### config.mk
export PLATFORM = sky130hd
export DESIGN_NAME = mir_place
export DESIGN_NICKNAME = d
export VERILOG_FILES = /design/src/mir_pkg.sv /design/src/mir_place.sv
export SDC_FILE = /design/constraint.sdc
export NUM_CORES = 2
export LEC_CHECK = 0
export ABC_CLOCK_PERIOD_IN_PS = 3800
export BUFFER_PORTS_ARGS = -buffer_cell sky130_fd_sc_hd__buf_4
export CORE_MARGIN = 8
export CORE_UTILIZATION = 59
export CTS_BUF_LIST = sky130_fd_sc_hd__clkbuf_2
export CTS_CLUSTER_SIZE = 25
export DETAILED_ROUTE_END_ITERATION = 16
export HOLD_SLACK_MARGIN = 0.08
export PLACE_DENSITY = 0.79
export REMOVE_ABC_BUFFERS = 1
export SKIP_CTS_REPAIR_TIMING = 1
export SLEW_MARGIN = 20
export SYNTH_ARGS = -nofsm -noshare
export SYNTH_HDL_FRONTEND = slang
export SYNTH_SLANG_ARGS = --single-unit
### constraint.sdc
create_clock -name clk -period 3.8 [get_ports clk]
set_clock_uncertainty 0.15 [all_clocks]
set_input_delay 0.19 -clock clk [delete_from_list [all_inputs] [get_ports clk]]
set_output_delay 0.19 -clock clk [all_outputs]
set_load 0.05 [all_outputs]
### src/mir_pkg.sv
// types and constants of the mobius inverse remap block
`default_nettype none
package mir_pkg;

  localparam int FW   = 10;   // pixel coordinate field width
  localparam int CW   = 32;   // coefficient width, q16.16
  localparam int ZW   = 14;   // doubled centred coordinate, signed
  localparam int NW   = 46;   // numerator and denominator, signed q.17
  localparam int MAGW = 45;   // magnitude of those
  localparam int LOW  = 23;   // low half of a magnitude
  localparam int HIW  = MAGW - LOW;
  localparam int PW   = 2 * MAGW;  // product magnitude
  localparam int SW   = PW + 2;    // signed product sums
  localparam int TW   = 106;       // range test and division width
  localparam int IDXW = 3;

  localparam logic [IDXW-1:0] REG_A_RE = 3'd0;
  localparam logic [IDXW-1:0] REG_A_IM = 3'd1;
  localparam logic [IDXW-1:0] REG_B_RE = 3'd2;
  localparam logic [IDXW-1:0] REG_B_IM = 3'd3;
  localparam logic [IDXW-1:0] REG_C_RE = 3'd4;
  localparam logic [IDXW-1:0] REG_C_IM = 3'd5;
  localparam logic [IDXW-1:0] REG_D_RE = 3'd6;
  localparam logic [IDXW-1:0] REG_D_IM = 3'd7;

  localparam logic [CW-1:0] COEF_ONE  = 32'h0001_0000;
  localparam logic [CW-1:0] COEF_ZERO = 32'h0000_0000;

  typedef struct packed {
    logic [FW-1:0] pixel_col;
    logic [FW-1:0] pixel_row;
  } in_word_t;

  typedef struct packed {
    logic [FW-1:0] source_col;
    logic          col_valid;
    logic [FW-1:0] source_row;
    logic          row_valid;
  } out_word_t;

  typedef struct packed {
    logic [CW-1:0] a_re;
    logic [CW-1:0] a_im;
    logic [CW-1:0] b_re;
    logic [CW-1:0] b_im;
    logic [CW-1:0] c_re;
    logic [CW-1:0] c_im;
    logic [CW-1:0] d_re;
    logic [CW-1:0] d_im;
  } coef_t;

  typedef struct packed {
    logic            valid;
    logic            zero;
    logic [MAGW-1:0] nre;
    logic [MAGW-1:0] nim;
    logic [MAGW-1:0] mre;
    logic [MAGW-1:0] mim;
    logic            s_nre;
    logic            s_nim;
    logic            s_mre;
    logic            s_mim;
  } front_t;

  typedef struct packed {
    logic          valid;
    logic          ok;
    logic [FW-1:0] coord;
  } place_t;

endpackage
`default_nettype wire

### src/mir_place.sv
// range test and restoring division giving one source coordinate
`default_nettype none
module mir_place #(
  parameter int SIZE = 1024,
  parameter int QW   = 10
) (
  input  logic                          clk,
  input  logic                          rst_n,
  input  logic                          in_valid,
  input  logic                          in_zero,
  input  logic signed [mir_pkg::SW-1:0] q,
  input  logic signed [mir_pkg::SW-1:0] v,
  output mir_pkg::place_t               res
);
  import mir_pkg::*;

  logic                 v1_r, v2_r;
  logic                 z1_r, z2_r;
  logic [TW-1:0]        sq_r, d1_r, d2_r, lim_r;
  logic signed [TW-1:0] v2x_r, t_r;

  logic          vs_r  [QW+1];
  logic          ok_r  [QW+1];
  logic [TW-1:0] rem_r [QW+1];
  logic [TW-1:0] dv_r  [QW+1];
  logic [QW-1:0] quo_r [QW+1];

  always_ff @(posedge clk) begin
    if (!rst_n) begin
      v1_r     <= 1'b0;
      v2_r     <= 1'b0;
      vs_r[0]  <= 1'b0;
    end else begin
      v1_r     <= in_valid;
      v2_r     <= v1_r;
      vs_r[0]  <= v2_r;
    end
  end

  // size times q, doubled value
  always_ff @(posedge clk) begin
    sq_r  <= TW'(q) * TW'(SIZE);
    v2x_r <= TW'(v) <<< 1;
    d1_r  <= TW'(q) << 1;
    z1_r  <= in_zero;
  end

  always_ff @(posedge clk) begin
    t_r   <= $signed(sq_r) + v2x_r;
    lim_r <= sq_r << 1;
    d2_r  <= d1_r;
    z2_r  <= z1_r;
  end

  // inside the image when 0 < t < 2 size q
  always_ff @(posedge clk) begin
    ok_r[0]  <= !z2_r && (t_r > 0) && ($signed(lim_r) > t_r);
    rem_r[0] <= t_r;
    dv_r[0]  <= d2_r;
    quo_r[0] <= '0;
  end

  for (genvar i = 0; i < QW; i++) begin : g_div
    logic [TW-1:0] trial;
    logic          ge;
    assign trial = dv_r[i] << (QW - 1 - i);
    assign ge    = rem_r[i] >= trial;

    always_ff @(posedge clk) begin
      if (!rst_n) begin
        vs_r[i+1] <= 1'b0;
      end else begin
        vs_r[i+1] <= vs_r[i];
      end
    end

    always_ff @(posedge clk) begin
      ok_r[i+1]  <= ok_r[i];
      dv_r[i+1]  <= dv_r[i];
      rem_r[i+1] <= ge ? rem_r[i] - trial : rem_r[i];
      quo_r[i+1] <= (quo_r[i] << 1) | QW'(ge);
    end
  end

  assign res.valid = vs_r[QW];
  assign res.ok    = ok_r[QW];
  assign res.coord = ok_r[QW] ? FW'(quo_r[QW]) : '0;

endmodule
`default_nettype wire

==> results.txt, run 1 <==
The tools report the number of levels in the clock H-tree as 6. Of all cell types, the one taking the most synthesized area is sky130_fd_sc_hd__dfxtp_1. The netlist uses 110 different library cells. The flow did not finish. In the synthesized netlist the dominant register cell turns out to be sky130_fd_sc_hd__dfxtp_1. After the last repair the worst path ends at a sequential cell input. Mean area per synthesized cell: 8.44 um^2. The tools report the pin count of the biggest net entering global routing as 78. The share of Yosys cell area claimed by the top area cell type came out at 38.6%.

In this run the count of I/O pins placed on the die edge is 200. The total overflow reported by the global router came out at 118. The cell count after synthesis came out at 14914. The tools report the buffer type at the clock tree root as sky130_fd_sc_hd__clkbuf_2. The HPWL after detailed placement is 305000 um. No sink is reached through more buffers than the 4 on the longest clock path. Number of register bits inferred by synthesis: 2426. The synthesized design contains 0 enable-type register cells. The clock net in this run drives a total of 2426 sinks. From left edge to right edge, the die measures 478 um. Summing every instance area after synthesis gives 126000 um^2. The logs give 169 for the site row count and 59.3% for the effective utilization at floorplan. In the post-synthesis netlist, the biggest area contributors are sky130_fd_sc_hd__dfxtp_1 (39%), sky130_fd_sc_hd__ha_1 (12%), sky130_fd_sc_hd__a21oi_1 (7.0%). The sequential element share of the synthesized area is 38.6%. The share of synthesized flip-flops with an asynchronous set or reset is 0%, and the overall routing resource usage is 48.4%. The congestion estimate from routability-driven global placement came to 1.04. When the global-route repair_timing finished, the worst setup path ended at rem_r[4][105]$_DFF_P_/D. The count of buffers inserted at the top-level ports was 199. The tool reported: "[ERROR GRT-0232] Routing congestion too high. Check the congestion heatmap in the GUI".

The tools report the last stage reached as 5_1_grt. The overall die height came out at 478 um. Buffers inserted during clock tree synthesis total 591. Yosys printed 0 warnings.
==> stage by stage <==
step	cells	worst slack, ns	TNS [ns]	area (um^2)	hold slack (ns)
after CTS	21571	-0.956	-627.30	159000	-2.13
after detailed placement	20569	-0.896	-572.47	153000	0.145
after global placement	20569	-0.801	-502.09	153000	0.145
after floorplan	14280	-6.34	-3322.08	123000	0.0677
==> per-layer routing <==
layer  global-route usage, %  GRT overflow
met1                    52.2            13
met2                    68.7            44
met3                    25.9            11
met4                    38.8            50
met5                    15.8             0
==> cell families after synthesis <==
family                   after synthesis  share of synthesized area [%]
AO/OA/AOI/OAI                       4522                           21.7
XOR/XNOR                             948                           6.60
adder cells (fa/ha/maj)             1197                           12.0
buffers and inverters               1957                           6.13
flip-flops                          2426                           38.6
multiplexers                         127                           1.14
AND/OR/NAND/NOR                     3737                           13.8
==> cell usage after synthesis, drive strengths merged, types with 93 or more instances <==
cell       n
a21oi   1831
nand4    450
inv     1323
xor2     384
nor2b    129
nand2   1286
nor3     167
nand2b   108
o21a     114
dfxtp   2426
buf      135
a21o     559
a31oi     93
nor2    1031
mux2     123
xnor2    564
nor4      99
ha      1187
o21ai   1127
nand3    156
clkbuf   499
o21bai   273
==> run 2: changes to the inputs <==
--- a/config.mk
+++ b/config.mk
@@ -5,15 +5,12 @@
 export SDC_FILE = /design/constraint.sdc
 export NUM_CORES = 2
 export LEC_CHECK = 0
-export ABC_CLOCK_PERIOD_IN_PS = 3800
+export ABC_CLOCK_PERIOD_IN_PS = 4940
 export BUFFER_PORTS_ARGS = -buffer_cell sky130_fd_sc_hd__buf_4
 export CORE_MARGIN = 8
-export CORE_UTILIZATION = 59
-export CTS_BUF_LIST = sky130_fd_sc_hd__clkbuf_2
-export CTS_CLUSTER_SIZE = 25
+export CORE_UTILIZATION = 40
 export DETAILED_ROUTE_END_ITERATION = 16
-export HOLD_SLACK_MARGIN = 0.08
-export PLACE_DENSITY = 0.79
+export PLACE_DENSITY_LB_ADDON = 0.15
 export REMOVE_ABC_BUFFERS = 1
 export SKIP_CTS_REPAIR_TIMING = 1
 export SLEW_MARGIN = 20
==> constraint.sdc (replaced) <==
create_clock -name clk -period 4.94 [get_ports clk]
set_clock_uncertainty 0.15 [all_clocks]
set_input_delay 0.247 -clock clk [delete_from_list [all_inputs] [get_ports clk]]
set_output_delay 0.247 -clock clk [all_outputs]
set_load 0.05 [all_outputs]
==> run 2 against run 1 <==
The flow now finishes without violations. Synthesized cell count did not move. Area after synthesis did not move.
==> results.txt, run 2 <==
The most critical setup path has its startpoint at dv_r[5][11]. Buffers placed on the I/O ports in this run total 199. After synthesis, the cell types taking the most area are sky130_fd_sc_hd__dfxtp_1 (39%), sky130_fd_sc_hd__ha_1 (12%), sky130_fd_sc_hd__a21oi_1 (7.0%). For the data arrival time at the worst-slack endpoint, the log shows 5.34 ns. The logs give 103295 for the vias after detailed routing and 210 MHz for the top achievable clock speed.

The startpoint identified for the worst register-to-register timing path is dv_r[5][11]. Data on the critical path is required at its endpoint by 5.52 ns. The tools report the I/O pin count as 200.

The logs give 377000 um for the routed wire length and 21.5% for the overall routing resource usage. For this run, the leading register cell type out of synthesis is sky130_fd_sc_hd__dfxtp_1. The worst hold path begins at rst_n.

For the sequential element share of the synthesized area, the log shows 38.6%. Counting distinct cell types in the post-synthesis netlist gives 110. The setup path with the least slack is of type flip-flop to flip-flop. The post-detailed-route count of antenna-violating nets came out at 0.

The number of global-route vias before repair is 100435. In this run the vertical extent of the chip is 577 um. For the gate count after technology mapping, the log shows 14914. After routing, the total negative slack on setup checks comes to 0 ns. The ratio of final minimum period to clock period was 96.3%; the area of all placed cells without fillers was 148000 um^2. The buffer type at the clock tree root was sky130_fd_sc_hd__clkbuf_16.

The adder-cell share of the synthesized area came out at 12.0%. By area, the combinational part of the netlist is dominated by compound AO/OA/AOI/OAI gates. For this run, the share of the core covered by cells in the final layout is 47.2%.

Dividing the detail-routed wire length by the instance count gives 18.8 um. Compared with the post-synthesis result, the final layout area differs by 17.6%. In this run the standard cell core region covers 314000 um^2. For this design the static power due to leakage is 67.6 nW. The biggest area contributor in the post-synthesis netlist is sky130_fd_sc_hd__dfxtp_1. The register with the most flip-flops in the layout has 1047 of them. The congestion estimate from routability-driven global placement came to 0.953. The logs give 276 for the number of buffers inserted during clock tree synthesis and 0 for the number of maximum-capacitance violations. The multiplexer area fraction after synthesis came out at 1.14%. Counting along the longest clock path gives a buffer depth of 4.

Counting flops with a built-in enable in the synthesized netlist gives 0. The largest registers in the layout are rem_r x1047, dv_r x920, t_r x102. After floorplanning, the core was divided into 206 placement rows.

For the count of synthesis-stage warnings from yosys, the log shows 0. The pin count of the biggest net entering global routing came out at 116. Of the total synthesized cell area, the portion taken by XOR and XNOR cells is 6.60%. Summing the areas of all compound-gate instances in the mapped netlist gives 21.7% of the synthesized area. For this configuration, the core starts out at a cell density of 40.1%. Clock-pin slew reported for the worst setup and hold paths after clock tree synthesis: 0.06 ns.

The floorplan step defined a die boundary enclosing 333000 um^2. TritonCTS built the clock tree. In this run the worst path has a maximum fanout of 4. The number of nets in the final layout was 17106; the final hold violation count was 0. The path class of the tightest hold or removal check is input port to flip-flop.

The most common cell in the synthesized netlist is sky130_fd_sc_hd__dfxtp_1. After synthesis the cells add up to 126000 um^2. By count the netlist is led by sky130_fd_sc_hd__dfxtp_1 (2426), sky130_fd_sc_hd__a21oi_1 (1752), sky130_fd_sc_hd__inv_1 (1322). The pre-antenna-repair detailed-routing pass consisted of 5 iterations.

The library cells used most frequently in the layout, excluding fill and tap cells, are sky130_fd_sc_hd__dfxtp_1 (2425), sky130_fd_sc_hd__a21oi_1 (1751), sky130_fd_sc_hd__inv_1 (1322). STA classifies the critical path endpoint as a flip-flop. Cells with a size suffix above 1 make up 9.84% of the layout. The actual transition at the worst max-transition pin works out to 1.00 ns. In the routed design, unresolved DRC markers number 0. After legalization and detailed placement, the total HPWL measured 309000 um. The tools report the final max-slew violation count as 0.

The global-route wire length before repair is 570000 um, and the average via count per standard cell is 5.14. Measured against its own limit, the worst slew margin works out to 32.4%. The initial antenna violation count was 5.

Summing all placed instances gives a cell area of 135000 um^2. The register bank with the most flops was rem_r. The layout filler cell count was 30686; the areal power density over the cells was 715 nW/um^2.

The final critical path time including I/O delays and setup was 4.76 ns; the share of Yosys cell area claimed by the top area cell type was 38.6%. Setup violations remaining at the end of the flow were counted as 0. The number of register bits inferred by synthesis works out to 2426. The run gives 2426 as the total clock sinks. STA classifies the critical path startpoint as a flip-flop.

The share of synthesized flip-flops with an asynchronous set or reset works out to 0%. Summing all flip-flop and latch instances after layout gives 48600 um^2. Summing the areas of all and, or, nand and nor instances in the mapped netlist gives 13.8% of the synthesized area. Leaving out fill and tap cells, the most frequent cell in the layout is sky130_fd_sc_hd__dfxtp_1. The multi-input combinational cells in the finished layout cover a total of 69800 um^2. Summed over all layers, the global routing overflow is 0. At the later pin of the worst-skew pair, clock insertion delay measures 0.90 ns. The tools report the number of levels in the clock H-tree as 5. For this block, the initial DRC count from the detailed router was 6007. The mean area per synthesized cell is 8.44 um^2, and the maximum ir drop on the vdd rail is 0.000283 V. In this run the horizontal extent of the chip is 577 um.

The flow ran to the end, and the final reports show no timing, DRC or antenna violations.
-- run 2: cell counts after synthesis --
No cell type changed its count.
-- run 2: cell families after synthesis --
kind of cell,Yosys count
AOI/OAI and AO/OA,4522
muxes,127
adders and majority gates,1197
DFF,2426
buffers and inverters,1957
xor gates and xnor gates,948
and+or+nand+nor,3737
-- run 2: critical path: stages, from the launching register on --
cell and delay (ns):
sky130_fd_sc_hd__dfxtp_1 0.38, sky130_fd_sc_hd__inv_1 0.06, sky130_fd_sc_hd__ha_1 0.34, sky130_fd_sc_hd__a21o_1 0.19, sky130_fd_sc_hd__a21oi_1 0.16, sky130_fd_sc_hd__o21ai_0 0.18
sky130_fd_sc_hd__nor3_1 0.24, sky130_fd_sc_hd__o21bai_1 0.16, sky130_fd_sc_hd__a221o_1 0.43, sky130_fd_sc_hd__a21oi_1 0.33, sky130_fd_sc_hd__o221ai_1 0.18, sky130_fd_sc_hd__buf_4 0.18
sky130_fd_sc_hd__a22o_1 0.22, sky130_fd_sc_hd__a211oi_1 0.50, sky130_fd_sc_hd__o31ai_1 0.12, sky130_fd_sc_hd__buf_4 0.16, sky130_fd_sc_hd__a21oi_1 0.22, sky130_fd_sc_hd__xnor2_1 0.11
sky130_fd_sc_hd__mux2_2 0.28
-- run 2: cell type report --
cell class	instances	share of cell area [%]
Clock buffer	372	5.33
Multi-Input combinational cell	10531	47.1
Inverter	1323	3.35
Timing Repair Buffer	1163	6.75
Tap cell	4160	3.52
Antenna cell	4	0.00676
Clock inverter	121	1.09
Sequential cell	2426	32.8
-- run 2: final timing paths --
path                  end  slack, ns  cells after the start
max          rem_r[6][97]       0.18                     18
min               vs_r[3]       0.07                      3
max reg2reg  rem_r[6][97]       0.18                     18
min reg2reg   quo_r[8][6]       0.16                      0
-- run 2: where the power goes --
part	internal [W]	switching, W	total, W
Clock	0.0128	0.00827	0.0211
Combinational	0.0234	0.0321	0.0555
Sequential	0.0251	0.00413	0.0292
Total	0.0613	0.0445	0.106
-- run 2: metrics by stage --
step           power (W)  hold slack, ns  cells  worst slack [ns]
6_report           0.106          0.0709  20100             0.185
5_1_grt            0.114          0.0695  20097         -0.000941
4_1_cts            0.106          -0.787  19718            0.0209
3_5_place_dp      0.0840           0.162  19225            0.0541
3_3_place_gp      0.0842           0.161  19225             0.161
2_1_floorplan     0.0672           0.125  14280             -5.20
-- run 2: per-layer routing --
layer	GRT usage [%]	up-vias	share of wire, %
met5	0	-	0
met4	11.5	0	6.2
met3	1.83	650	3.8
met2	33.4	2352	42
met1	29.6	46663	48
li1	-	53630	-
No activity file was read; power rests on OpenSTA's default activity.
